==> src/rmq_pkg.sv <==
// Shared types for the rotation matrix to quaternion block.
`default_nettype none

package rmq_pkg;

    // Component chosen as the pivot, coded as on the pivot_index output
    typedef enum logic [1:0] {
        PIVOT_W = 2'd0,
        PIVOT_X = 2'd1,
        PIVOT_Y = 2'd2,
        PIVOT_Z = 2'd3
    } pivot_t;

endpackage

`default_nettype wire

==> src/rmq_front.sv <==
// Front end: diagonal candidates, pivot choice and off-diagonal operand selection.
`default_nettype none

module rmq_front
    import rmq_pkg::*;
#(
    parameter int W  = 16,
    parameter int F  = 14,
    parameter int SB = 19
) (
    input  wire logic                aclk,
    input  wire logic                aresetn,
    input  wire logic                en,
    input  wire logic                in_valid,
    input  wire logic [9*W-1:0]      in_mat,
    output logic                     out_valid,
    output logic [SB-1:0]            out_s,
    output logic signed [W:0]        out_d0,
    output logic signed [W:0]        out_d1,
    output logic signed [W:0]        out_d2,
    output pivot_t                   out_idx
);

    localparam int CW = W + 2;

    logic signed [W-1:0] r [9];

    // stage A registers
    logic                 a_valid_reg;
    logic signed [CW-1:0] cand_reg [4];
    logic signed [W:0]    dw_a_reg, dw_b_reg, dw_c_reg;
    logic signed [W:0]    sum_p_reg, sum_q_reg, sum_s_reg;

    // stage B registers
    logic                 b_valid_reg;
    logic [SB-1:0]        s_reg;
    logic signed [W:0]    d0_reg, d1_reg, d2_reg;
    pivot_t               idx_reg;

    always_comb begin
        for (int i = 0; i < 9; i++) begin
            r[i] = in_mat[i*W +: W];
        end
    end

    // Stage A: trace, diagonal differences, off-diagonal sums and differences
    always_ff @(posedge aclk) begin
        if (!aresetn) begin
            a_valid_reg <= 1'b0;
        end else if (en) begin
            a_valid_reg <= in_valid;
        end
        if (en) begin
            cand_reg[0] <= CW'(r[0]) + CW'(r[4]) + CW'(r[8]);
            cand_reg[1] <= CW'(r[0]) - CW'(r[4]) - CW'(r[8]);
            cand_reg[2] <= CW'(r[4]) - CW'(r[0]) - CW'(r[8]);
            cand_reg[3] <= CW'(r[8]) - CW'(r[0]) - CW'(r[4]);
            dw_a_reg    <= (W+1)'(r[7]) - (W+1)'(r[5]);
            dw_b_reg    <= (W+1)'(r[2]) - (W+1)'(r[6]);
            dw_c_reg    <= (W+1)'(r[3]) - (W+1)'(r[1]);
            sum_p_reg   <= (W+1)'(r[3]) + (W+1)'(r[1]);
            sum_q_reg   <= (W+1)'(r[2]) + (W+1)'(r[6]);
            sum_s_reg   <= (W+1)'(r[7]) + (W+1)'(r[5]);
        end
    end

    // Stage B: largest candidate, earliest wins a tie
    logic                 pick_x, pick_z, pick_hi;
    logic signed [CW-1:0] best_lo, best_hi, best;
    pivot_t               idx_next;
    logic [SB-1:0]        s_next;
    logic signed [W:0]    d0_next, d1_next, d2_next;

    always_comb begin
        pick_x   = cand_reg[1] > cand_reg[0];
        pick_z   = cand_reg[3] > cand_reg[2];
        best_lo  = pick_x ? cand_reg[1] : cand_reg[0];
        best_hi  = pick_z ? cand_reg[3] : cand_reg[2];
        pick_hi  = best_hi > best_lo;
        best     = pick_hi ? best_hi : best_lo;
        if (pick_hi) begin
            idx_next = pick_z ? PIVOT_Z : PIVOT_Y;
        end else begin
            idx_next = pick_x ? PIVOT_X : PIVOT_W;
        end
        // the four candidates sum to zero, so the largest is never negative
        s_next = SB'(unsigned'(best)) + (SB'(1) << F);
        case (idx_next)
            PIVOT_W: begin
                d0_next = dw_a_reg;  d1_next = dw_b_reg;  d2_next = dw_c_reg;
            end
            PIVOT_X: begin
                d0_next = sum_p_reg; d1_next = sum_q_reg; d2_next = dw_a_reg;
            end
            PIVOT_Y: begin
                d0_next = sum_p_reg; d1_next = sum_s_reg; d2_next = dw_b_reg;
            end
            default: begin
                d0_next = sum_q_reg; d1_next = sum_s_reg; d2_next = dw_c_reg;
            end
        endcase
    end

    always_ff @(posedge aclk) begin
        if (!aresetn) begin
            b_valid_reg <= 1'b0;
        end else if (en) begin
            b_valid_reg <= a_valid_reg;
        end
        if (en) begin
            s_reg   <= s_next;
            d0_reg  <= d0_next;
            d1_reg  <= d1_next;
            d2_reg  <= d2_next;
            idx_reg <= idx_next;
        end
    end

    assign out_valid = b_valid_reg;
    assign out_s     = s_reg;
    assign out_d0    = d0_reg;
    assign out_d1    = d1_reg;
    assign out_d2    = d2_reg;
    assign out_idx   = idx_reg;

endmodule

`default_nettype wire

==> config.mk <==
export PLATFORM = sky130hd
export DESIGN_NAME = rmq_front
export DESIGN_NICKNAME = d
export VERILOG_FILES = /design/src/rmq_pkg.sv /design/src/rmq_front.sv
export SDC_FILE = /design/constraint.sdc
export NUM_CORES = 1
export LEC_CHECK = 0
export ABC_AREA = 1
export CELL_PAD_IN_SITES_DETAIL_PLACEMENT = 0
export CELL_PAD_IN_SITES_GLOBAL_PLACEMENT = 1
export CORE_AREA = 2 2 200 202
export CTS_CLUSTER_SIZE = 28
export DETAILED_ROUTE_END_ITERATION = 7
export DIE_AREA = 0 0 202 204
export DONT_BUFFER_PORTS = 1
export PLACE_DENSITY = 0.85
export RECOVER_POWER = 50
export SYNTH_ARGS = -nofsm -noshare
export SYNTH_HDL_FRONTEND = slang
export SYNTH_SLANG_ARGS = --single-unit
export TNS_END_PERCENT = 10
==> constraint.sdc <==
create_clock -name aclk -period 6 [get_ports aclk]
set_clock_uncertainty 0.2 [all_clocks]
set_input_delay 0.3 -clock aclk [delete_from_list [all_inputs] [get_ports aclk]]
set_output_delay 0.3 -clock aclk [all_outputs]
set_load 0.05 [all_outputs]
# Word-level counts from Yosys, hierarchy flattened
# Memory sizes are Yosys's and may differ from the RTL's.
# Cells that the tools add are included.
# word_totals
reg_bits	176
elab_cells	47
input_bits	148
ramBits	72
output_inout_bits	73
mem_count	1
# mem_list
name	words	word_bits	read_ports	rd_ports_with_merged_regs	wr	line	text
cand_reg	4	18	4	0	4	rmq_front.sv:30	logic signed [CW-1:0] cand_reg [4];
# op_classes
addsub	15
n_eq_ne	2
n_reduce_logical	2
muxes	11
n_lt_le_gt_ge	3
# ops
operator	n
$pmux W17 S2	3
$sub A16 B16 Y17	6
$add A16 B16 Y17	4
$gt A18 B18 Y1	3
$mux W18	3
$sub A17 B16 Y18	3
$add A18 B15 Y19 const B	1
$add A17 B16 Y18	1
$mux W1	4
$eq A2 B1 Y1 const B	1
$eq A2 B2 Y1 const B	1
$logic_not A2 Y1	1
$mux W2	1
$reduce_or A2 Y1	1

# Logic depth before layout (Yosys ltp)
# depth
ltp_word	7
mapped_depth	37
mapped_depth_nobuf	33

# Worst setup path before layout
# No wires, ideal clock.
# synth_timing
path_kind	register to register
startpoint	memory cand_reg[3][17] (netlist name)
endpoint	register d2_reg[0] (netlist: out_d2[0]), data pin
required_ps	5524
synth_period_minus_slack_ps	4663
setup_ps	276
arrival_ps	4187
path_slack_ps	1337
stages_incl_launch_ff	28
n_path_buf	5
cell_sequence	edfxtp_1 ha_1 nand2_1 inv_1 nand2_1 nand2_1 a21oi_1 nand4_2 nand3_4 inv_2 buf_6 buf_12 nand2_2 o21ai_2 ha_1 nand2_1 nor2_1 and2_1 nand4_1 nand4_1 nand3_2 buf_2 o21ai_2 inv_1 ha_1 clkbuf_1 clkbuf_1 a22oi_1
# synth_lines
element	line	text
start, declared	rmq_front.sv:30	
end signal, assigned	rmq_front.sv:114	d2_reg <= d2_next;
end, declared	rmq_front.sv:37	logic signed [W:0] d0_reg, d1_reg, d2_reg;

==> results.rst <==
.. list-table::
   :header-rows: 1

   * - Metric
     - Value
   * - Run status
     - complete, but fails checks
   * - Failing checks
     - hold timing
   * - Number of buffers created by CTS
     - 27
   * - Number of endpoints failing setup at the final stage
     - 0
   * - Initial antenna violation count
     - 0
   * - Setup repair after global routing missed its margin
     - false
   * - Worst hold-check slack
     - -0.305 ns
   * - Ratio of total power to cell area
     - 633 nW/um2
   * - Mean instance size in the synthesized netlist
     - 9.17 um2
   * - Post-Route Setup TNS
     - 0 ns
   * - Total DRC errors in the routed layout
     - 0
   * - Layout-stage area growth over the synthesis result
     - 8.54%
   * - Net count after synthesis
     - 2537
   * - Post-synth top flop
     - sky130_fd_sc_hd__edfxtp_1
   * - Count of buffers inserted at the top-level ports
     - 0
   * - Final worst-path cycle share
     - 91.6%
   * - CTS clock-pin slew for the worst setup and hold paths
     - 0.06 ns
   * - Final wirelength
     - 50500 um
   * - DIE AREA
     - 41200 um2
   * - Number of max-slew violations in the final report
     - 0
   * - Number of inserted filler cells in the final layout
     - 3526
   * - LEAKAGE
     - 9.66 nW
   * - Via-to-Cell Ratio
     - 5.32
   * - Sequential-to-total area share from yosys stat
     - 38.2%
   * - Violation count after the first detailed-routing iteration
     - 925
   * - Clock sink count
     - 245
   * - Worst hold path cell count
     - 0
   * - I/O pins
     - 221
   * - GRT Resource Usage Total
     - 24.4%
   * - HPWL reported at the end of detailed placement
     - 40900 um
   * - Top Layer Used
     - met4
   * - Die H
     - 204 um
   * - Clock Path Buffers
     - 3
   * - Total congestion overflow after global routing
     - 0
   * - Initial DRT Pass Iterations
     - 5
   * - Cell family contributing the most delay on the critical path
     - simple AND/OR/NAND/NOR gates
   * - Worst Path Buf+Inv
     - 3
   * - Global-route wire length before repair
     - 77800 um
   * - Syn Std Cell Area
     - 19200 um2
   * - CTS tree
     - built
   * - Register bit count reported by yosys
     - 245
   * - Actual slew at the worst max-slew pin
     - 0.860 ns
   * - Root buf cell
     - sky130_fd_sc_hd__clkbuf_16
   * - Post-CTS resize count
     - 0
   * - Post-CTS setup repair buffer count
     - 0
   * - Global placement routability congestion
     - 0.934
   * - Cell mode on critical path
     - sky130_fd_sc_hd__nand2_1
   * - Kind of critical path
     - register to register
   * - CP max FO
     - 19
   * - Logic depth of the worst register-to-register path
     - 24
   * - Synthesis Warnings
     - 0
   * - Maximum number of pins on one net before global-route repair
     - 247
   * - DP Worst Slack
     - 0.585 ns
   * - Max reg flops
     - 72
   * - Initial core utilization
     - 49.0%
   * - Floorplan die width
     - 202 um
   * - Count of hold-fix buffers inserted at cts
     - 28
   * - Ratio of cells with drive above 1 in the final layout
     - 3.92%
   * - Required time of the critical path
     - 6.08 ns
   * - Cell depth of the worst setup path
     - 24
   * - Met2 layer wire length in the routed design
     - 25800 um
   * - Detailed-route wire length per cell
     - 19.1 um
   * - Hold WC Path Type
     - primary input to register
   * - Min Clock Period, post-route
     - 5.49 ns
   * - Number of global-route vias before repair
     - 14400
   * - Ordered cell list for the critical path
     - ha_1 > nand2_1 > nor2_1 > o21ai_0 > nand3_1 > nand2_1 > nand3_1 > nand3_2 > o21ai_0 > ha_1 > a21o_1 > nor2_1 > nand2_1 > nand2_1 > nand3_1 > nand2_1 > nand3_2 > o21ai_2 > inv_1 > ha_1 > inv_1 > buf_4 > a21oi_1 > a22oi_1
   * - Remaining number of nets flagged by the antenna check after routing
     - 0
   * - Highest Clock Rate
     - 182 MHz
   * - EDFF count, synth
     - 243
   * - CP endpoint kind
     - register
   * - Mapped Cells
     - 2095
   * - Kind of launch point of the worst setup path
     - register
   * - Fraction of the core area covered by cells at the end of the flow
     - 53.2%
   * - Final worst-path setup slack
     - 0.506 ns
   * - Insertion delay to the later sink of the worst-skew pair
     - 0.55 ns
   * - Area of the placeable core
     - 39200 um2
   * - Remaining max-slew budget at the tightest pin
     - 42.6%
   * - Number of diodes
     - 0
   * - Standard-cell rows
     - 73
   * - Vias post-DR
     - 14100
   * - Share of async-settable or async-resettable flops after synthesis
     - 0%
   * - Met3 Wirelength
     - 3390 um
   * - Final hold vios
     - 73
   * - Htree depth
     - 1
   * - Critical path's largest stage delay
     - 0.58 ns
   * - Distinct cell type count after synthesis
     - 47
   * - Crit path arrival time
     - 5.58 ns
   * - Worst ir drop on vdd
     - 661 uV
   * - Net count, final
     - 2541
   * - Length of routed wiring on met1
     - 20100 um
   * - Master of the slowest instance on the critical path
     - sky130_fd_sc_hd__o21ai_0
   * - Max_cap viols
     - 0
## synthesized netlist by cell type, types with 14 or more instances
cell	n	area, um2
sky130_fd_sc_hd__o21ai_0	65	325
sky130_fd_sc_hd__nand4_1	17	106
sky130_fd_sc_hd__clkbuf_1	48	180
sky130_fd_sc_hd__a21oi_1	205	1030
sky130_fd_sc_hd__inv_1	336	1260
sky130_fd_sc_hd__nor3_1	15	75.1
sky130_fd_sc_hd__xnor2_1	30	263
sky130_fd_sc_hd__a22oi_1	17	128
sky130_fd_sc_hd__xor2_1	116	1020
sky130_fd_sc_hd__ha_1	223	2790
sky130_fd_sc_hd__a31oi_1	17	106
sky130_fd_sc_hd__nand3_1	49	245
sky130_fd_sc_hd__o21ai_1	40	200
sky130_fd_sc_hd__buf_2	14	70.1
sky130_fd_sc_hd__nor2_1	106	398
sky130_fd_sc_hd__o21ai_2	14	123
sky130_fd_sc_hd__a21o_1	16	120
sky130_fd_sc_hd__fa_1	71	1420
sky130_fd_sc_hd__nand2_1	366	1370
sky130_fd_sc_hd__edfxtp_1	243	7300
## metal layers
layer / vias up / GRT usage, %
met5: - / 0
met4: 0 / 6.36
met3: 68 / 5.10
met2: 382 / 44.6
met1: 6691 / 29.0
li1: 6933 / -
## power breakdown
part | leakage [nW] | switching [mW] | internal (mW)
Sequential | 2.40 | 1.27 | 3.13
Clock | 0.443 | 0.699 | 1.00
Combinational | 6.82 | 4.66 | 2.44
## cell type report
type,instances,area (um2),share of cell area [%]
flip-flops and latches,245,7340,35.2
inverters,339,1270,6.10
clock inverters,18,206,0.990
multi-input cells,1444,10300,49.3
well taps,525,657,3.15
repair buffers,42,398,1.91
clock buffers,32,694,3.33
## worst reg2reg max path, delay by kind of cell, from the launching register on
kind / cells / cell delay, ns
AND/OR/NAND/NOR: 12 / 1.60
AO/OA/AOI/OAI: 6 / 1.44
adder cells (fa/ha/maj): 3 / 1.16
buffers and inverters: 3 / 0.44
flip-flops: 1 / 0.38
## cells in the final DEF (no fill, tap or decap), drive strengths merged, types with 18 or more instances in the layout
master and count:
a21oi 208, clkbuf 32, dlygate4sd3 28, edfxtp 243, fa 71, ha 223, inv 338, nand2 373
nand3 52, nand4 18, nor2 108, o21ai 119, xnor2 30, xor2 116
## kinds of logic after synthesis
kind of cell / after synthesis / synth area share (%)
xor+xnor: 146 / 6.65
buf+inv: 406 / 8.20
flops: 245 / 38.2
simple gates: 582 / 12.5
compound gates: 422 / 12.5
fa+ha+maj: 294 / 21.9
## stage by stage
stage	cell area (um2)	power [mW]	instances
3_5_place_dp	19700	11.4	2567
6_report	20900	13.2	2645
4_1_cts	20900	13.2	2645
5_1_grt	20900	14.1	2645
3_3_place_gp	19700	11.2	2567
2_1_floorplan	19200	9.28	2095
## worst paths after layout
path / slack [ns] / from / endpoint
min reg2reg: 0.39 / dw_c_reg[3]$_DFFE_PP_ / out_d2[3]$_DFFE_PP_
max: 0.51 / cand_reg[1][5]$_DFFE_PP_ / out_d0[10]$_DFFE_PP_
min: -0.31 / en / cand_reg[3][16]$_DFFE_PP_
max reg2reg: 0.51 / cand_reg[1][5]$_DFFE_PP_ / out_d0[10]$_DFFE_PP_
(Power assumes the default switching activity.)
