File: src/rmq_isqrt.sv
// Pipelined integer square root, one root bit per stage.
`default_nettype none

module rmq_isqrt #(
    parameter int RW     = 17,
    parameter int SIDE_W = 8
) (
    input  wire logic              aclk,
    input  wire logic              aresetn,
    input  wire logic              en,
    input  wire logic              in_valid,
    input  wire logic [2*RW-1:0]   in_x,
    input  wire logic [SIDE_W-1:0] in_side,
    output logic                   out_valid,
    output logic [RW-1:0]          out_root,
    output logic [SIDE_W-1:0]      out_side
);

    logic [RW-1:0]     valid_reg;
    logic [2*RW-1:0]   x_reg    [RW];
    logic [RW+1:0]     rem_reg  [RW];
    logic [RW-1:0]     root_reg [RW];
    logic [SIDE_W-1:0] side_reg [RW];

    for (genvar k = 0; k < RW; k++) begin : g_step
        logic              v_in;
        logic [2*RW-1:0]   x_in;
        logic [RW+1:0]     rem_in;
        logic [RW-1:0]     root_in;
        logic [SIDE_W-1:0] side_in;
        logic [RW+3:0]     t, trial;
        logic              ge;

        if (k == 0) begin : g_first
            assign v_in    = in_valid;
            assign x_in    = in_x;
            assign rem_in  = '0;
            assign root_in = '0;
            assign side_in = in_side;
        end else begin : g_next
            assign v_in    = valid_reg[k-1];
            assign x_in    = x_reg[k-1];
            assign rem_in  = rem_reg[k-1];
            assign root_in = root_reg[k-1];
            assign side_in = side_reg[k-1];
        end

        // bring down two bits, try (4*root + 1)
        always_comb begin
            t     = {rem_in, x_in[2*RW-1 -: 2]};
            trial = {2'b00, root_in, 2'b01};
            ge    = t >= trial;
        end

        always_ff @(posedge aclk) begin
            if (!aresetn) begin
                valid_reg[k] <= 1'b0;
            end else if (en) begin
                valid_reg[k] <= v_in;
            end
            if (en) begin
                x_reg[k]    <= x_in << 2;
                rem_reg[k]  <= ge ? (RW+2)'(t - trial) : (RW+2)'(t);
                root_reg[k] <= {root_in[RW-2:0], ge};
                side_reg[k] <= side_in;
            end
        end
    end

    assign out_valid = valid_reg[RW-1];
    assign out_root  = root_reg[RW-1];
    assign out_side  = side_reg[RW-1];

endmodule

`default_nettype wire

File: config.mk
export PLATFORM = sky130hd
export DESIGN_NAME = rmq_isqrt
export DESIGN_NICKNAME = d
export VERILOG_FILES = /design/src/rmq_isqrt.sv
export SDC_FILE = /design/constraint.sdc
export NUM_CORES = 1
export LEC_CHECK = 0
export BUFFER_PORTS_ARGS = -buffer_cell sky130_fd_sc_hd__buf_4
export CAP_MARGIN = 20
export CORE_MARGIN = 10
export CORE_UTILIZATION = 29
export CTS_CLUSTER_DIAMETER = 120
export DETAILED_ROUTE_END_ITERATION = 10
export HOLD_SLACK_MARGIN = 0.06
export PLACE_DENSITY = 0.42
export SLEW_MARGIN = 20
export SYNTH_ARGS = -nofsm -noshare
export SYNTH_HDL_FRONTEND = slang
export SYNTH_SLANG_ARGS = --single-unit
File: constraint.sdc
create_clock -name aclk -period 5.2 [get_ports aclk]
set_input_delay 0.26 -clock aclk [delete_from_list [all_inputs] [get_ports aclk]]
set_output_delay 0.26 -clock aclk [all_outputs]
set_load 0.05 [all_outputs]
### Yosys cells after proc, flatten, opt, wreduce, memory -nomap -nowiden

Memory sizes are Yosys's and may differ from the RTL's.
Cells that the tools add are included.

| word-level totals | value |
|---|---|
| output and inout bits | 26 |
| ROM bits | 0 |
| register bits | 17 |
| memory bits (writable) | 1,292 |
| latch bits | 0 |
| memories | 4 |

| cells by class | value |
|---|---|
| add/subtract/negate cells | 17 |
| equal/unequal tests | 0 |
| div/mod/pow operators | 0 |
| multiply operators | 0 |
| $lt $le $gt $ge | 17 |
| shift-type cells | 0 |
| bitwise operators | 0 |
| multiplexer cells | 19 |
| reduce and logical (&&, ||, !) cells | 0 |

Memories:

| memory | words | width | read ports | clocked after Yosys merged registers in | wr ports | RTL line | RTL |
|---|---|---|---|---|---|---|---|
| x_reg | 17 | 32 | 16 | 0 | 17 | 20 | `logic [2*RW-1:0] x_reg [RW];` |
| rem_reg | 17 | 19 | 16 | 0 | 17 | 21 | `logic [RW+1:0] rem_reg [RW];` |
| root_reg | 17 | 17 | 17 | 0 | 17 | 22 | `logic [RW-1:0] root_reg [RW];` |
| side_reg | 17 | 8 | 17 | 0 | 17 | 23 | `logic [SIDE_W-1:0] side_reg [RW];` |

Operator list:

| kind | count |
|---|---|
| $ge A21 B19 Y1 | 16 |
| $mux W19 | 17 |
| $sub A19 B19 Y19 | 16 |
| $sub A2 B1 Y3 const B | 1 |
| $ge A2 B1 Y1 const B | 1 |
| $mux W1 | 2 |

### Depth between registers and ports, before layout

Gate-level depths: netlist (run 1).
An unclocked memory read counts as a cell.

| logic depth | value |
|---|---|
| word-level depth | 3 |
| gate-level depth with buffers | 12 |
| mapped depth without buffers | 11 |

### Worst setup path after synthesis (run 1)

OpenSTA, ideal clock, no wires.

| timing path | value |
|---|---|
| path type | reg-to-reg |
| from | memory rem_reg[0][60] (netlist bit) |
| to | memory rem_reg[0][94] (netlist bit) (data pin) |
| path buffers | 0 |
| arrival | 2.666 ns |
| path slack | 2.276 ns |
| stages on the path, launching flop included | 8 |
| path through | edfxtp_1 > ha_1 > or4_1 > or3_1 > or3_1 > a211o_1 > or4_1 > xnor2_1 |

RTL lines:

| what | RTL line |
|---|---|
| start: declaration | 21 |

==> results, run 1 <==
- The run finished with clean final reports.
- In this run, synthesis produced a sequential element count of 860.
- Data arrives at the worst endpoint at 3.98 ns.
- The flip-flop count of the largest register, all copies and words added is approximately 280.
- Headroom to the max-slew limit came out at 31.7%.
- Counting instances, the worst hold path has a depth of 1.
- The critical path runs through a total of 7 cells.
- After layout, the design draws a total of 18.2 mW.
- For this design the static power due to leakage is 16.3 nW.
- The final routed DRC violation total is 0.
- The initial antenna violation count is 1.
- The portion of the clock cycle consumed by the worst path in the final layout is 68.4%.
- The mean number of vias per cell is 4.55.
- The library cells used most frequently in the layout, excluding fill and tap cells, are edfxtp_1 (843), inv_1 (204), nor2_1 (177).
- Clock skew on the completed layout was measured at ~0.026 ns.
- The mapped netlist covers 0.0373 mm2.
- For this run, the number of Yosys warnings is 0.
- Ranked by total cell area, the synthesized netlist is headed by edfxtp_1 (68%), ha_1 (5.7%), xnor2_1 (2.5%), xor2_1 (2.3%), a21oi_1 (2.1%).
- For the worst setup path, the data required time is between 5 and 6 ns.
- For this configuration, the core starts out at a cell density of 29.2%.
- Global routing consumed, over all layers together, under 10% of the routing resources.
- Counting flops with a built-in enable in the synthesized netlist gives 843.
- The TritonCTS sink count is 860.
- The count of antenna-violating nets left after detailed routing is 0.
- For this run, the share of the core covered by cells in the final layout is approximately a third.
- For the pin with the worst max-slew slack, the measured transition is 1.02 ns.
- The count of routing violations after the opening detailed-route iteration is roughly 1300.
- Walking the worst path, the cells encountered are ha_1 > nand3_1 > or4b_2 > o21ai_0 > a211o_1 > a211o_1 > mux2_2.
- Broken down by cell family, the worst path's largest delay share belongs to compound AO/OA/AOI/OAI gates.
- The die outline area is approximately 0.14 mm2.
- The area after detailed placement is 0.0400 mm2.
- The worst stage delay on the critical path is slightly below 0.8 ns.
- TritonCTS created between 100 and 150 clock buffers.
- The commonest non-fill, non-tap cell in the layout is edfxtp_1.
- Relative to the synthesized area, the layout overhead comes to 17.6%.
- Synthesis produced a netlist with a net count of 2878.
- Summing all non-filler instances in the final layout gives an area of 0.0439 mm2.
- VDD sags by at most ~0.27 mV.
- The source-to-sink clock delay at the later pin of the worst-skew pair is 0.69 ns.
- The pre-antenna-repair detailed-routing pass consisted of 6 iterations.
- The top cell type by area accounts for between 60% and 70% of the synthesized area.
- The maximum number of pins on one net before global-route repair is ~150.
- The critical path launch point type is a flip-flop.
- The antenna diode instance count is 0.
- The layout net count is 3074.
- 72 I/O pins were placed.
- The clock root buffer is clkbuf_16.
- The average instance in the mapped netlist occupies between 10 and 15 um2.
- The residual overflow from global routing is 0.
- The max-slew violation count is 0.
- The die is 379 um wide.
- edfxtp_1 takes more of the synthesized area than any other cell.
- Setup repair after global routing left no endpoint under its margin.
- The number of global-route vias before repair was roughly 21000.
- The first global-routing pass estimated approximately 110000 um of wire.
- The H-tree was split into 3 levels.
- The CTS tree is yes.
- From bottom edge to top edge, the die measures 379 um.
- After clock tree synthesis, the clock-pin slew on the worst setup and hold paths is 0.05 ns.
- The main flop type after synthesis is edfxtp_1.
- In this run the power density over the cells is 415 mW/mm2.
- The routed via count is 20900.
- The floorplan row count is 131.
- The number of failing hold endpoints at the final stage is 0.
- The longest clock path from root to sink contains 3 buffers.
- The routability congestion estimate is 0.887.
- The critical path's slowest cell is a211o_1.
- The worst hold path belongs to the class input pin to flip-flop.
- The nature of the critical path endpoint is a flip-flop.
- The number of cells produced by synthesis is 2661.
- The timing-limited maximum frequency is approximately 280 MHz.
- Cells with a size suffix above 1 make up 9.93% of the layout.
- Of all flip-flops after synthesis, the portion carrying an async set or reset was 0%.
- The max-cap check violation count is 0.
- The most prevalent standard cell on the critical path is a211o_1.
- Counting I/O delays and the setup requirement, the final critical path takes 3.56 ns.
- The count of buffers added on input and output ports is 71.
- Summed over all layers, the routed wires come to 69500 um.
- The category of the critical setup timing path is flip-flop to flip-flop.
- The floorplan step defined a core boundary enclosing approximately 0.13 mm2.
- On the final layout, the worst hold slack is 0.154 ns.
- The sum of buffers and inverters on the critical path is 0.
- In the final routed layout, each cell accounts on average for 15.1 um.
- The HPWL after detailed placement is 47100 um.
- In this run the post-CTS setup repair buffer count came out at 0.
- In this run, distinct cell masters in the synthesized netlist total 64.
- Sequential cells were found to cover 68.7% of the synthesized design area.
- Measured in cells, the most critical reg-to-reg path has a length of 7.
- In this run the worst path has a maximum fanout of 29.
- In the final timing run, aggregate negative setup slack is 0 ns.
- The setup violation total in the final timing report is 0.
-- path summary, 6_finish.rpt --
kind                   start               to  slack, ns
max          rem_reg[0][280]  rem_reg[0][289]       1.64
min                       en      x_reg[0][2]       0.15
max reg2reg  rem_reg[0][280]  rem_reg[0][289]       1.64
min reg2reg     x_reg[0][73]    x_reg[0][107]       0.40
-- timing repair --
action / in CTS / in global routing
endpoints found under the hold margin: 60 / 0
hold buffers: 46 / 0
resized for setup: 0 / 0
-- power breakdown --
group	internal, mW	switching, mW
Sequential	8.45	0.373
Combinational	0.962	1.27
Clock	4.35	2.82
Total	13.8	4.46
-- cell families (layout without fill, tap and decap cells) --
logic type               after synthesis  after routing  synth area share [%]
adder cells (fa/ha/maj)              171            171                  5.73
buffers and inverters                248            529                  2.50
flip-flops                           860            860                  68.7
multiplexers                          54             54                  1.54
AND/OR/NAND/NOR                      640            640                  8.59
AO/OA/AOI/OAI                        482            482                  8.07
XOR/XNOR                             205            205                  4.81
other                                  1              1                0.0100
-- synthesized netlist by cell type, drive strengths merged, types with 12 or more instances --
cell / n
nor4: 36
dfxtp: 17
mux2i: 27
nor2b: 42
nor3: 54
mux2: 27
a211oi: 16
nand4: 16
xor2: 98
a31oi: 12
inv: 204
or4: 19
o31ai: 15
ha: 171
o211ai: 13
o21ai: 115
or3: 25
edfxtp: 843
clkbuf: 41
o21a: 51
nand2: 141
xnor2: 107
a21oi: 153
nor2: 177
nand2b: 31
a21o: 35
nand3: 39
-- through the flow --
step           setup WS (ns)  std cells
3_3_place_gp            1.68       4369
2_1_floorplan           2.28       2661
5_1_grt                 1.45       4604
4_1_cts                 1.68       4604
3_5_place_dp            1.69       4369
6_report                1.64       4604
-- layout make-up --
type	instances	area, um2
sequential	860	25700
inverter	204	766
clock inverter	66	716
multi-input combinational	1553	10800
timing repair buffer	136	1230
clock buffer	123	2670
tap	1662	2080
fill	12300	83800
-- routing by layer --
| metal | part of all wire [%] | global-route usage (%) | vias up |
|---|---|---|---|
| met5 | 0.019 | 0 | - |
| li1 | - | - | 10300 |
| met1 | 45 | 11.9 | 10100 |
| met4 | 3.6 | 3.75 | 2 |
| met3 | 4.0 | 2.20 | 161 |
| met2 | 48 | 16.1 | 354 |
No activity file was read; power rests on OpenSTA's default activity.
==> run 2: changes to the inputs <==
--- a/config.mk
+++ b/config.mk
@@ -12,7 +12,7 @@
 export CTS_CLUSTER_DIAMETER = 120
 export DETAILED_ROUTE_END_ITERATION = 10
 export HOLD_SLACK_MARGIN = 0.06
-export PLACE_DENSITY = 0.42
+export PLACE_DENSITY = 0.43
 export SLEW_MARGIN = 20
 export SYNTH_ARGS = -nofsm -noshare
 export SYNTH_HDL_FRONTEND = slang
==> constraint.sdc (replaced) <==
create_clock -name aclk -period 3.05 [get_ports aclk]
set_input_delay 0.1525 -clock aclk [delete_from_list [all_inputs] [get_ports aclk]]
set_output_delay 0.1525 -clock aclk [all_outputs]
set_load 0.05 [all_outputs]
==> run 2 against run 1 <==
  * Power is 70% higher
  * First-iteration DRC count is 11% lower
  * Non-clock buffer count is 63 higher
  * Critical path depth stayed put
  * Core utilization is 0.38 points higher
  * Via count is 0.18% lower
  * Die area stayed put
  * Highest routed layer is now met4
  * Register-to-register slack worse by 1.5 ns
  * Global-route usage hardly changed
  * Design area is 1.1% higher
==> results, run 2 (synthesized netlist as in run 1, its figures left out) <==
- The cell family contributing the most delay on the critical path is simple AND/OR/NAND/NOR gates.
- The tree built by TritonCTS fans out to 860 sinks.
- The total area inside the core boundary comes to 0.128 mm2.
- TritonCTS built the clock tree.
- Including well taps, the total number of placed cells is 4431.
- The net load switching power is 7.56 mW.
- In the final timing run, aggregate negative setup slack is 0 ns.
- The worst setup path is of the flip-flop to flip-flop kind.
- The nature of the critical path endpoint is a flip-flop.
- Traced cell by cell, the critical path runs through ha_1 > or4_1 > or3_1 > or3_1 > a211o_1 > or4_1 > xnor2_1.
- Once layout is done, the placed cells without fillers occupy 0.0444 mm2.
- In the routed design, unresolved DRC markers number 0.
- The count of input and output buffers is 71.
- The endpoint of the worst hold path is x_reg[0][20].
- The source-to-sink clock delay at the later pin of the worst-skew pair is 0.69 ns.
- The switching part of the total power is about 24%.
- The worst hold path passes through 2 cells.
- The register with the most flip-flops in the layout has around 280 of them.
- The area growth from synthesis to layout is 18.9%.
- The number of iterations in the first detailed-routing pass is 5.
- The timing-limited maximum frequency is ~340 MHz.
- The worst setup path is launched from a flip-flop.
- The worst path needs 2.91 ns of the cycle, external delays included.
- The H-tree was split into 3 levels.
- Dividing the final minimum period by the clock period gives 95.4%.
- The antenna diode instance count is 0.
- The I/O pin total is 72.
- The commonest non-fill, non-tap cell in the layout is edfxtp_1.
- The worst IR drop on VDD is roughly 0.43 mV.
- In this run the worst hold path is classified as input pin to flip-flop.
- The number of global-route vias before repair is around 21000.
- In the layout the commonest cells are edfxtp_1 (843), inv_1 (204), nor2_1 (177).
- Entering global routing, the biggest net connects 79 pins.
- The die is around 380 um tall.
- The fraction of final layout cells with drive strength greater than 1 is 11.9%.
- The max-slew violation count is 0.
- The tree is rooted in a clkbuf_16.
- The internal power is 23.3 mW.
- The total clock buffers created by CTS is 99.
- The end-of-flow core utilization is 34.7%.
- The power density over the cells is 696 mW/mm2.
- The number of failing hold endpoints at the final stage is 0.
- The detail route stage leaves a number of antenna-violating nets equal to 0.
- The critical path's slowest cell is or4_1.
- The detailed router placed 20900 vias in this run.
- The register clock-pin slew on the reported worst setup and hold paths is 0.06 ns.
- Counting both buffers and inverters, the worst setup path holds a total of 0.
- No sink is reached through more buffers than the 3 on the longest clock path.
- The analysis attributes to cell leakage a power of ~17 nW.
- At the placement stage, the worst setup path has a slack of 0.0750 ns.
- Clock skew on the completed layout was measured at 0.0225 ns.
- Summing all placed instances gives a cell area of 0.0405 mm2.
- The post-detailed-route wirelength per cell is 14.9 um.
- The worst stage delay on the critical path is 0.53 ns.
- Global routing finished with a remaining overflow of 0.
- The layout net count is 3134.
- The startpoint of the most critical hold path is in_x[20].
- Across all register-to-register paths, the minimum setup slack is 0.14 ns.
- The number of non-filler instances in the completed layout is 4662.
- The congestion estimate from routability-driven global placement came to 0.833.
- Measured in cells, the most critical reg-to-reg path has a length of 7.
- After legalization and detailed placement, the total HPWL measured approximately 48000 um.
- The initial antenna violation count is 0.
- Per report_power, the clock group accounts for 38.6% of the total.
- The run finished with clean final reports.
- The count of routing violations after the opening detailed-route iteration is around 1100.
- The data arrival time of the critical path is 3.32 ns.
- Setup repair after global routing left no endpoint under its margin.
- For this run, the total global-route usage over all layers was measured as 9.60%.
- The die outline area is 0.143 mm2.
- The worst max-slew margin expressed relative to the limit is 51.9%.
- The routed design has slightly below 70000 um of wire.
- The portion of total power attributed to combinational logic is 12.8%.
- Data on the critical path is required at its endpoint by 3.46 ns.
- The initialized floorplan defines 131 standard-cell rows.
- Sequential cells burn between 40 and 50% of the power.
- In the routed layout, each cell is associated on average with a via count of between 4 and 5.
- Setup violations remaining at the end of the flow were counted as 0.
- The starting utilization of the core area is 29.2%.
- The minimum setup slack in the final design is 0.141 ns.
- The die is 379 um wide.
- The tool flagged a number of max-cap violations equal to 0.
- The reg-to-reg critical path startpoint is rem_reg[0][60].
- The largest driver fanout on the critical path is 2.
- The worst register-to-register path ends at rem_reg[0][94].
- The pin slew with the least headroom to its limit is 0.721 ns.
- The first global-routing pass estimated around 110000 um of wire.
## run 2: cell count changes in the layout (fill, tap and decap cells not counted), sizes merged
cell	previous run	this run
inv	208	207
clkbuf	123	116
clkinv	39	46
clkinvlp	9	5
buf	90	152
dlygate4sd3	46	47
## run 2: how the worst max path moves through the flow
stage / from / to / slack, ns / depth (start not counted)
2_1_floorplan: rem_reg[0][60] / rem_reg[0][94] / 0.13 / 7
3_3_place_gp: root_reg[10][0] / rem_reg[0][213] / 0.06 / 9
3_5_place_dp: root_reg[10][0] / rem_reg[0][213] / 0.07 / 9
4_1_cts: root_reg[10][0] / rem_reg[0][213] / 0.06 / 9
5_1_grt: root_reg[8][0] / rem_reg[0][189] / 0.01 / 11
6_report: rem_reg[0][60] / rem_reg[0][94] / 0.14 / 7
## run 2: worst register-to-register path: cells and delay by family, from the launching register on
family                   cells  cell delay, ns
adder cells (fa/ha/maj)      1            0.22
flip-flops                   1            0.39
AO/OA/AOI/OAI                1            0.29
XOR/XNOR                     1            0.14
AND/OR/NAND/NOR              4            1.62
## run 2: layout make-up
class / instances / area [um2]
tap: 1662 / 2080
sequential: 860 / 25700
clock buffer: 116 / 2560
multi-input combinational: 1553 / 10800
clock inverter: 68 / 731
inverter: 204 / 766
timing repair buffer: 199 / 1760
fill: 12200 / 83300
## run 2: power by group through the flow
stage          Clock (mW)  Sequential, mW  Combinational, mW
5_1_grt              12.9            15.2               4.45
4_1_cts              12.4            15.1               3.97
2_1_floorplan           0            15.1               2.67
3_5_place_dp            0            15.3               3.89
3_3_place_gp            0            15.3               3.84
6_report             11.9            15.0               3.94
## run 2: per-layer routing
metal  wire (um)  GRT usage (%)
met5           0              0
met4        2490           3.82
met3        2660           2.21
met2       32900           16.1
met1       31400           11.9
## run 2: timing repair
action,in CTS,in global routing
buffers inserted,0,0
hold buffers,47,0
hold endpoints to repair,99,0
setup endpoints to repair,0,24
resized for setup,0,10
## run 2: metrics by stage
stage	total power, mW	hold slack, ns
floorplan	17.8	0.251
global placement	19.1	0.331
detailed placement	19.2	0.332
CTS	31.5	0.108
global route	32.5	0.120
finish	30.9	0.187
